### config.mk
export PLATFORM = sky130hd
export DESIGN_NAME = arng_ctrl
export DESIGN_NICKNAME = d
export VERILOG_FILES = /design/src/rtl/arng_pkg.sv /design/src/rtl/arng_ctrl.sv
export VERILOG_INCLUDE_DIRS = /design/src /design/src/rtl
export SDC_FILE = /design/constraint.sdc
export NUM_CORES = 1
export LEC_CHECK = 0
export BUFFER_PORTS_ARGS = -buffer_cell sky130_fd_sc_hd__buf_2
export CAP_MARGIN = 10
export CORE_AREA = 5 5 42 44
export CTS_BUF_LIST = sky130_fd_sc_hd__clkbuf_8 sky130_fd_sc_hd__clkbuf_16
export CTS_CLUSTER_SIZE = 20
export DETAILED_ROUTE_END_ITERATION = 10
export DIE_AREA = 0 0 47 49
export GPL_TIMING_DRIVEN = 0
export PLACE_DENSITY = 0.75
export REMOVE_ABC_BUFFERS = 1
export SYNTH_ARGS = -nofsm -noshare
export SYNTH_HDL_FRONTEND = slang
export SYNTH_SLANG_ARGS = --single-unit
### constraint.sdc
create_clock -name clk -period 1.6 [get_ports clk]
set_input_delay 0.16 -clock clk [delete_from_list [all_inputs] [get_ports clk]]
set_output_delay 0.16 -clock clk [all_outputs]
set_load 0.1 [all_outputs]
### src/rtl/address_range_table_top_defines.svh
// ----------------------------------------------------------------------------
// address range table assertion macros
// shared concurrent assertion helpers, clocked by clk and reset by rst_n
// ----------------------------------------------------------------------------
`ifndef ADDRESS_RANGE_TABLE_TOP_DEFINES_SVH
`define ADDRESS_RANGE_TABLE_TOP_DEFINES_SVH

// same-cycle implication
`define ARNG_ASSERT_IMP(label, ante, cons) \
    label: assert property (@(posedge clk) disable iff (!rst_n) (ante) |-> (cons)) \
        else $error("arng assertion failed");

// next-cycle implication
`define ARNG_ASSERT_NEXT(label, ante, cons) \
    label: assert property (@(posedge clk) disable iff (!rst_n) (ante) |=> (cons)) \
        else $error("arng assertion failed");

`endif

### src/rtl/arng_pkg.sv
// ----------------------------------------------------------------------------
// arng_pkg
// shared widths, command codes and structs of the address range table
// ----------------------------------------------------------------------------
package arng_pkg;

    localparam int TABLE_ENTRIES_DEF = 32;

    localparam int CMD_W    = 2;
    localparam int ADDR_W   = 64;
    localparam int ROUTE_W  = 16;
    localparam int HANDLE_W = 64;

    localparam logic [CMD_W-1:0] CMD_INSERT = 2'd0;
    localparam logic [CMD_W-1:0] CMD_ERASE  = 2'd1;
    localparam logic [CMD_W-1:0] CMD_LOOKUP = 2'd2;

    // one stored range
    typedef struct packed {
        logic [ADDR_W-1:0]   base;
        logic [ADDR_W-1:0]   length;
        logic [ROUTE_W-1:0]  route;
        logic [HANDLE_W-1:0] handle;
    } arng_entry_t;

    localparam int ENTRY_W = $bits(arng_entry_t);

    // controller to datapath
    typedef struct packed {
        logic load;
        logic rd_en;
        logic clear_wr;
        logic commit;
    } arng_cmd_t;

    // datapath to controller
    typedef struct packed {
        logic pipe_busy;
    } arng_sts_t;

endpackage

### src/rtl/arng_ctrl.sv
// ----------------------------------------------------------------------------
// arng_ctrl
// sequencer: clearing pass, table scan, pipeline drain, commit and handshakes
// ----------------------------------------------------------------------------
module arng_ctrl #(
    parameter int TABLE_ENTRIES = arng_pkg::TABLE_ENTRIES_DEF
) (
    input  logic                             clk,
    input  logic                             rst_n,
    input  logic                             req_valid,
    output logic                             req_ready,
    output logic                             rsp_valid,
    input  logic                             rsp_ready,
    output arng_pkg::arng_cmd_t              cmd,
    output logic [$clog2(TABLE_ENTRIES)-1:0] idx,
    input  arng_pkg::arng_sts_t              sts
);

    import arng_pkg::*;

    `include "address_range_table_top_defines.svh"

    localparam int IDX_W = $clog2(TABLE_ENTRIES);
    localparam logic [IDX_W-1:0] IDX_LAST = IDX_W'(TABLE_ENTRIES - 1);

    localparam logic [2:0] ST_CLEAR  = 3'd0;
    localparam logic [2:0] ST_IDLE   = 3'd1;
    localparam logic [2:0] ST_SCAN   = 3'd2;
    localparam logic [2:0] ST_DRAIN  = 3'd3;
    localparam logic [2:0] ST_COMMIT = 3'd4;

    logic [2:0]       state_reg;
    logic [2:0]       state_next;
    logic [IDX_W-1:0] idx_reg;
    logic [IDX_W-1:0] idx_next;
    logic             rsp_valid_reg;
    logic             rsp_valid_next;

    always_comb
    begin
        state_next = state_reg;
        idx_next   = idx_reg;
        cmd        = '0;
        unique case (state_reg)
            ST_CLEAR:
            begin
                cmd.clear_wr = 1'b1;
                if (idx_reg == IDX_LAST)
                begin
                    idx_next   = '0;
                    state_next = ST_IDLE;
                end
                else
                begin
                    idx_next = idx_reg + 1'b1;
                end
            end
            ST_IDLE:
            begin
                if (req_valid)
                begin
                    cmd.load   = 1'b1;
                    idx_next   = '0;
                    state_next = ST_SCAN;
                end
            end
            ST_SCAN:
            begin
                cmd.rd_en = 1'b1;
                if (idx_reg == IDX_LAST)
                begin
                    idx_next   = '0;
                    state_next = ST_DRAIN;
                end
                else
                begin
                    idx_next = idx_reg + 1'b1;
                end
            end
            ST_DRAIN:
            begin
                if (!sts.pipe_busy)
                begin
                    state_next = ST_COMMIT;
                end
            end
            ST_COMMIT:
            begin
                if (!rsp_valid_reg || rsp_ready)
                begin
                    cmd.commit = 1'b1;
                    state_next = ST_IDLE;
                end
            end
            default:
            begin
                state_next = ST_IDLE;
            end
        endcase
    end

    always_comb
    begin
        rsp_valid_next = rsp_valid_reg;
        if (cmd.commit)
        begin
            rsp_valid_next = 1'b1;
        end
        else if (rsp_ready)
        begin
            rsp_valid_next = 1'b0;
        end
    end

    always_ff @(posedge clk or negedge rst_n)
    begin
        if (!rst_n)
        begin
            state_reg     <= ST_CLEAR;
            idx_reg       <= '0;
            rsp_valid_reg <= 1'b0;
        end
        else
        begin
            state_reg     <= state_next;
            idx_reg       <= idx_next;
            rsp_valid_reg <= rsp_valid_next;
        end
    end

    assign req_ready = (state_reg == ST_IDLE);
    assign rsp_valid = rsp_valid_reg;
    assign idx       = idx_reg;

    `ARNG_ASSERT_IMP(a_commit_slot_free, cmd.commit, !rsp_valid_reg || rsp_ready)
    `ARNG_ASSERT_NEXT(a_commit_shows, cmd.commit, rsp_valid_reg)
    `ARNG_ASSERT_IMP(a_idle_pipe_empty, state_reg == ST_IDLE, !sts.pipe_busy)
    `ARNG_ASSERT_IMP(a_commit_after_drain, cmd.commit, !sts.pipe_busy)
    `ARNG_ASSERT_NEXT(a_scan_starts_at_zero, cmd.load, idx_reg == '0)

endmodule

; After elaboration in Yosys (flattened, before gate mapping)
; Index checks and enable logic that the tools add are counted.
[totals]
regBits = 9
input_bits = 5
output_inout_bits = 11
[classes]
addsub = 1
n_eq_ne = 10
n_mux = 17
reduce_logical = 8
[ops]
columns = op, count
row1 = 3-bit 2-to-1 mux, 5
row2 = 3-bit one-hot mux with 5 select lines, 1
row3 = 5-bit 2-to-1 mux, 2
row4 = "2-bit inequality test, second input constant", 5
row5 = 5-bit one-hot mux with 2 select lines, 1
row6 = 1-bit 2-to-1 mux, 8
row7 = "3-bit by 2-bit equality test with 1-bit output, second input constant", 2
row8 = "5-bit by 1-bit adder with 5-bit output, second input constant", 1
row9 = "5-bit equality test, second input constant", 1
row10 = 5-bit AND reduction, 1
row11 = 2-bit nonzero test, 2
row12 = "3-bit by 1-bit equality test with 1-bit output, second input constant", 1
row13 = "3-bit equality test, second input constant", 1
row14 = 3-bit logical NOT, 1
row15 = 2-bit AND reduction, 1
row16 = 2-bit OR reduction, 1
row17 = 1-bit logical NOT, 1
row18 = 1-bit logical OR, 1

; Logic depth before layout (Yosys ltp)
[logic_depth]
depth_word = 5
mapped_depth = 6
depth_no_buf = 6

; Least setup slack after synthesis
; No wires, ideal clock.
[synth_path]
kind = reg2out
start = register state_reg[2]
end = output cmd[1] in the netlist's numbering
t_arrival_ps = 2661
setup_slack_ps = -1221
stages_incl_launch_ff = 3
path_buffers = 1
cell_sequence = dfrtp_1 clkbuf_1 nor3_1
[synth_lines]
columns = element, line
row1 = "start, declared", arng_ctrl.sv:32  ; logic [2:0] state_reg;
row2 = "start signal, assigned", arng_ctrl.sv:125  ; state_reg <= state_next;
row3 = "end, declared", arng_ctrl.sv:14  ; output arng_pkg::arng_cmd_t cmd,

; Worst setup path in the final report
[layout_path]
start = register idx_reg[1] (netlist: idx[1])
end = register idx_reg[3] (netlist: idx[3])
[layout_via]
elab_chain_cells = 3
word_cells_on_any_way = 4
classes_between = add/sub: 1 / eq/ne: 1 / mux: 2
[layout_rtl]
columns = element, line
row1 = "start, declared", arng_ctrl.sv:34  ; logic [IDX_W-1:0] idx_reg;
row2 = "start signal, assigned", arng_ctrl.sv:126  ; idx_reg <= idx_next;
row3 = 5-bit by 1-bit adder with 5-bit output or 5-bit equality test (tied branches), --
row4 = 5-bit 2-to-1 mux *, "arng_ctrl.sv:48, arng_ctrl.sv:70"
row5 = 5-bit one-hot mux with 2 select lines *, arng_ctrl.sv:44  ; unique case (state_reg)
; Every way passes the cells marked *; elsewhere a longest branch is shown, timed or not.
; A chain may end at the register's enable or synchronous reset.

==> impl_metrics.ini <==
[yosys]
yosysSeqAreaShare_pct = 45.0
avgSynthCellArea_um2 = 10.2
syn_inst = 49
dominantRegCellSynth = dfrtp_1
synthArstFlopShare_pct = 100
ys_types = 28
synth_area_um2 = 500
yosysWarnings = 0
synth-edff-count = 0
synth-seq-cells = 9

[setup_path]
crit_buf_inv = 0
critPathMaxFanout = 5
critPathSlowestCell = dfrtp_1
slowest_delay_ns = 0.39
crit_required_ns = 1.72
endpoint_kind = flop
worst_setup_path_start_kind = flop
crit_family = compound AO/OA/AOI/OAI gates
r2r-start = idx[1]
arrival_ns = 1.68
crit_type = reg2reg
reg2reg_slack_ns = 0.04
rr_worst_depth = 6
r2r_end = idx[3]
crit_chain = ha_2 > and3_4 > ha_4 > nor3_4 > a221o_1 > a22o_1

[die]
die_h_um = 49
start_util_pct = 35.7
fp-row-count = 14
die_area_um2 = 2300
die_w_um = 47
core_um2 = 1400
ios = 16

[global_route]
grt_pass1_wl_um = 2040
grt_use_total_pct = 12.5
antenna_found_initial = 0
grt_overflow_total = 0
grt_max_degree = 13
grt_pass1_vias = 444

[clock_network]
htree_num_levels = 1
path_clk_slew_ns = 0.05
cts-root-buf = clkbuf_8
numCtsBuffers = 3
clock-sinks = 9
cts_buffer_depth = 2
clk_latency_ns = 0.24
cts_tree = built

[detailed_routing]
avgViaCountPerCell = 5.38
first_iter_violations = 11
drt-total-wl_um = 1140
first_pass_iters = 4
dr_total_vias = 452
final_antenna_net_count = 0
routedWlPerCell_um = 13.6
drc = 0

[cells_and_area]
largest_reg_flops = 5
fillCellCount = 130
fin_nets = 76
num_antenna_cells = 0
drive_gt1_share_pct = 47.1
design_area_um2 = 696
synthToLayoutAreaGrowth_pct = 39.0

[sta]
tightest_slew_ns = 0.486
finalHoldViolations = 0
finalClockSkew_ns = 0.00506
rsz0062_at_grt = true
period_share_pct = 97.6
final_max_slew_viol_count = 0
min_period_ns = 1.56
report.final.setup_viol = 0
max_slew_margin_pct = 67.8
max_freq_mhz = 641

[placement]
gp_congestion = 0.644
dpl_cell_area_um2 = 579
portBuffers = 15
dp_hpwl_um = 739

[run]
maxCapViolCount = 0

[worst_hold_path]
whs_path_depth = 3
min_from = sts
hold_path.class = in2reg
min_to = state_reg[2]

[outcome]
status = complete, no violations
-- how the worst max path moves through the flow --
stage | from | endpoint | slack [ns] | depth (start not counted)
6_report | idx[1] | idx[3] | 0.04 | 6
3_3_place_gp | idx[0] | idx[3] | -0.06 | 6
4_1_cts | idx[0] | idx[3] | -0.03 | 6
5_1_grt | idx[1] | idx[3] | -0.05 | 6
3_5_place_dp | idx[0] | idx[3] | -0.09 | 6
2_1_floorplan | state_reg[2] | cmd[1] | -1.13 | 1
-- worst register-to-register path: cells and delay by family (launching register included) --
| kind | cells | cell delay, ns |
|---|---|---|
| AO/OA/AOI/OAI | 2 | 0.47 |
| adder cells (fa/ha/maj) | 2 | 0.34 |
| flip-flops | 1 | 0.39 |
| AND/OR/NAND/NOR | 2 | 0.24 |
-- synth_stat cells (all sizes together), types with 2 or more instances --
cell type,number,share of area (%)
nand2b,4,6.5
o22ai,2,2.5
a21oi,2,2.0
nor3,2,3.0
clkbuf,2,1.7
a221o,2,4.0
nand2,2,1.5
dfrtp,9,45
and3,2,2.5
ha,2,5.0
a22o,3,5.8
nor2,5,3.8
-- layout by cell type (no fill, tap or decap), drive strengths merged --
| master | Yosys | routed |
|---|---|---|
| dfrtp | 9 | 9 |
| nor2b | 1 | 1 |
| inv | 1 | 2 |
| and2 | 1 | 1 |
| o21ai | 1 | 1 |
| and3 | 2 | 2 |
| a211oi | 1 | 1 |
| a22o | 3 | 3 |
| a221o | 2 | 2 |
| nor3 | 2 | 2 |
| dlygate4sd3 | 0 | 1 |
| nand2 | 2 | 2 |
| nor2 | 5 | 5 |
| ha | 2 | 2 |
| o22ai | 2 | 2 |
| a21o | 1 | 1 |
| nand2b | 4 | 4 |
| or2 | 1 | 1 |
| a21oi | 2 | 2 |
| clkbuf | 2 | 4 |
| or2b | 1 | 1 |
| mux2 | 1 | 1 |
| nand3 | 1 | 1 |
| and3b | 1 | 1 |
| buf | 1 | 16 |
-- what timing repair did --
item,4_1_cts,5_1_grt
endpoints found under the setup margin,6,8
endpoints found under the hold margin,9,0
hold buffers,1,0
gates resized for setup,6,7
setup buffers,0,2
cloned,0,0
pin swaps,2,3
-- per-stage QoR --
step / cells / setup slack, ns / hold slack (ns) / TNS, ns / util [%]
5_1_grt: 84 / -0.0535 / 0.247 / -0.0722 / 49.6
3_3_place_gp: 77 / -0.0645 / 0.0192 / -0.116 / 41.3
6_report: 84 / 0.0388 / 0.236 / 0 / 49.6
2_1_floorplan: 46 / -1.13 / -0.136 / -4.76 / -
4_1_cts: 82 / -0.0295 / 0.234 / -0.0428 / 46.6
3_5_place_dp: 77 / -0.0945 / 0.0219 / -0.186 / 41.3
-- cell families after synthesis --
| group | share of synthesized area, % |
|---|---|
| muxes | 2.25 |
| DFF | 45.0 |
| buffers and inverters | 4.00 |
| AOI/OAI and AO/OA | 18.3 |
| and+or+nand+nor | 25.5 |
| adders and majority gates | 5.00 |
-- area by class of cell --
| cell class | instances | area [µm²] | area share (%) |
|---|---|---|---|
| clock buffer | 3 | 41.3 | 5.94 |
| clock inverter | 1 | 3.75 | 0.540 |
| inverter | 1 | 3.75 | 0.540 |
| multi-input combinational | 36 | 284 | 40.8 |
| sequential | 9 | 226 | 32.6 |
| tap | 16 | 20.0 | 2.88 |
| timing repair buffer | 18 | 116 | 16.7 |
-- metal layers --
layer / GRT usage [%] / wire (µm) / up-vias
met5: 0 / 0 / -
met4: 8.29 / 26 / 0
met3: 4.06 / 71 / 4
met2: 18.1 / 550 / 15
met1: 15.1 / 491 / 218
li1: - / - / 215
Power is left out: the tool's default activity adds up to more than one toggle a clock period on the data nets, which glitch-free logic cannot reach.
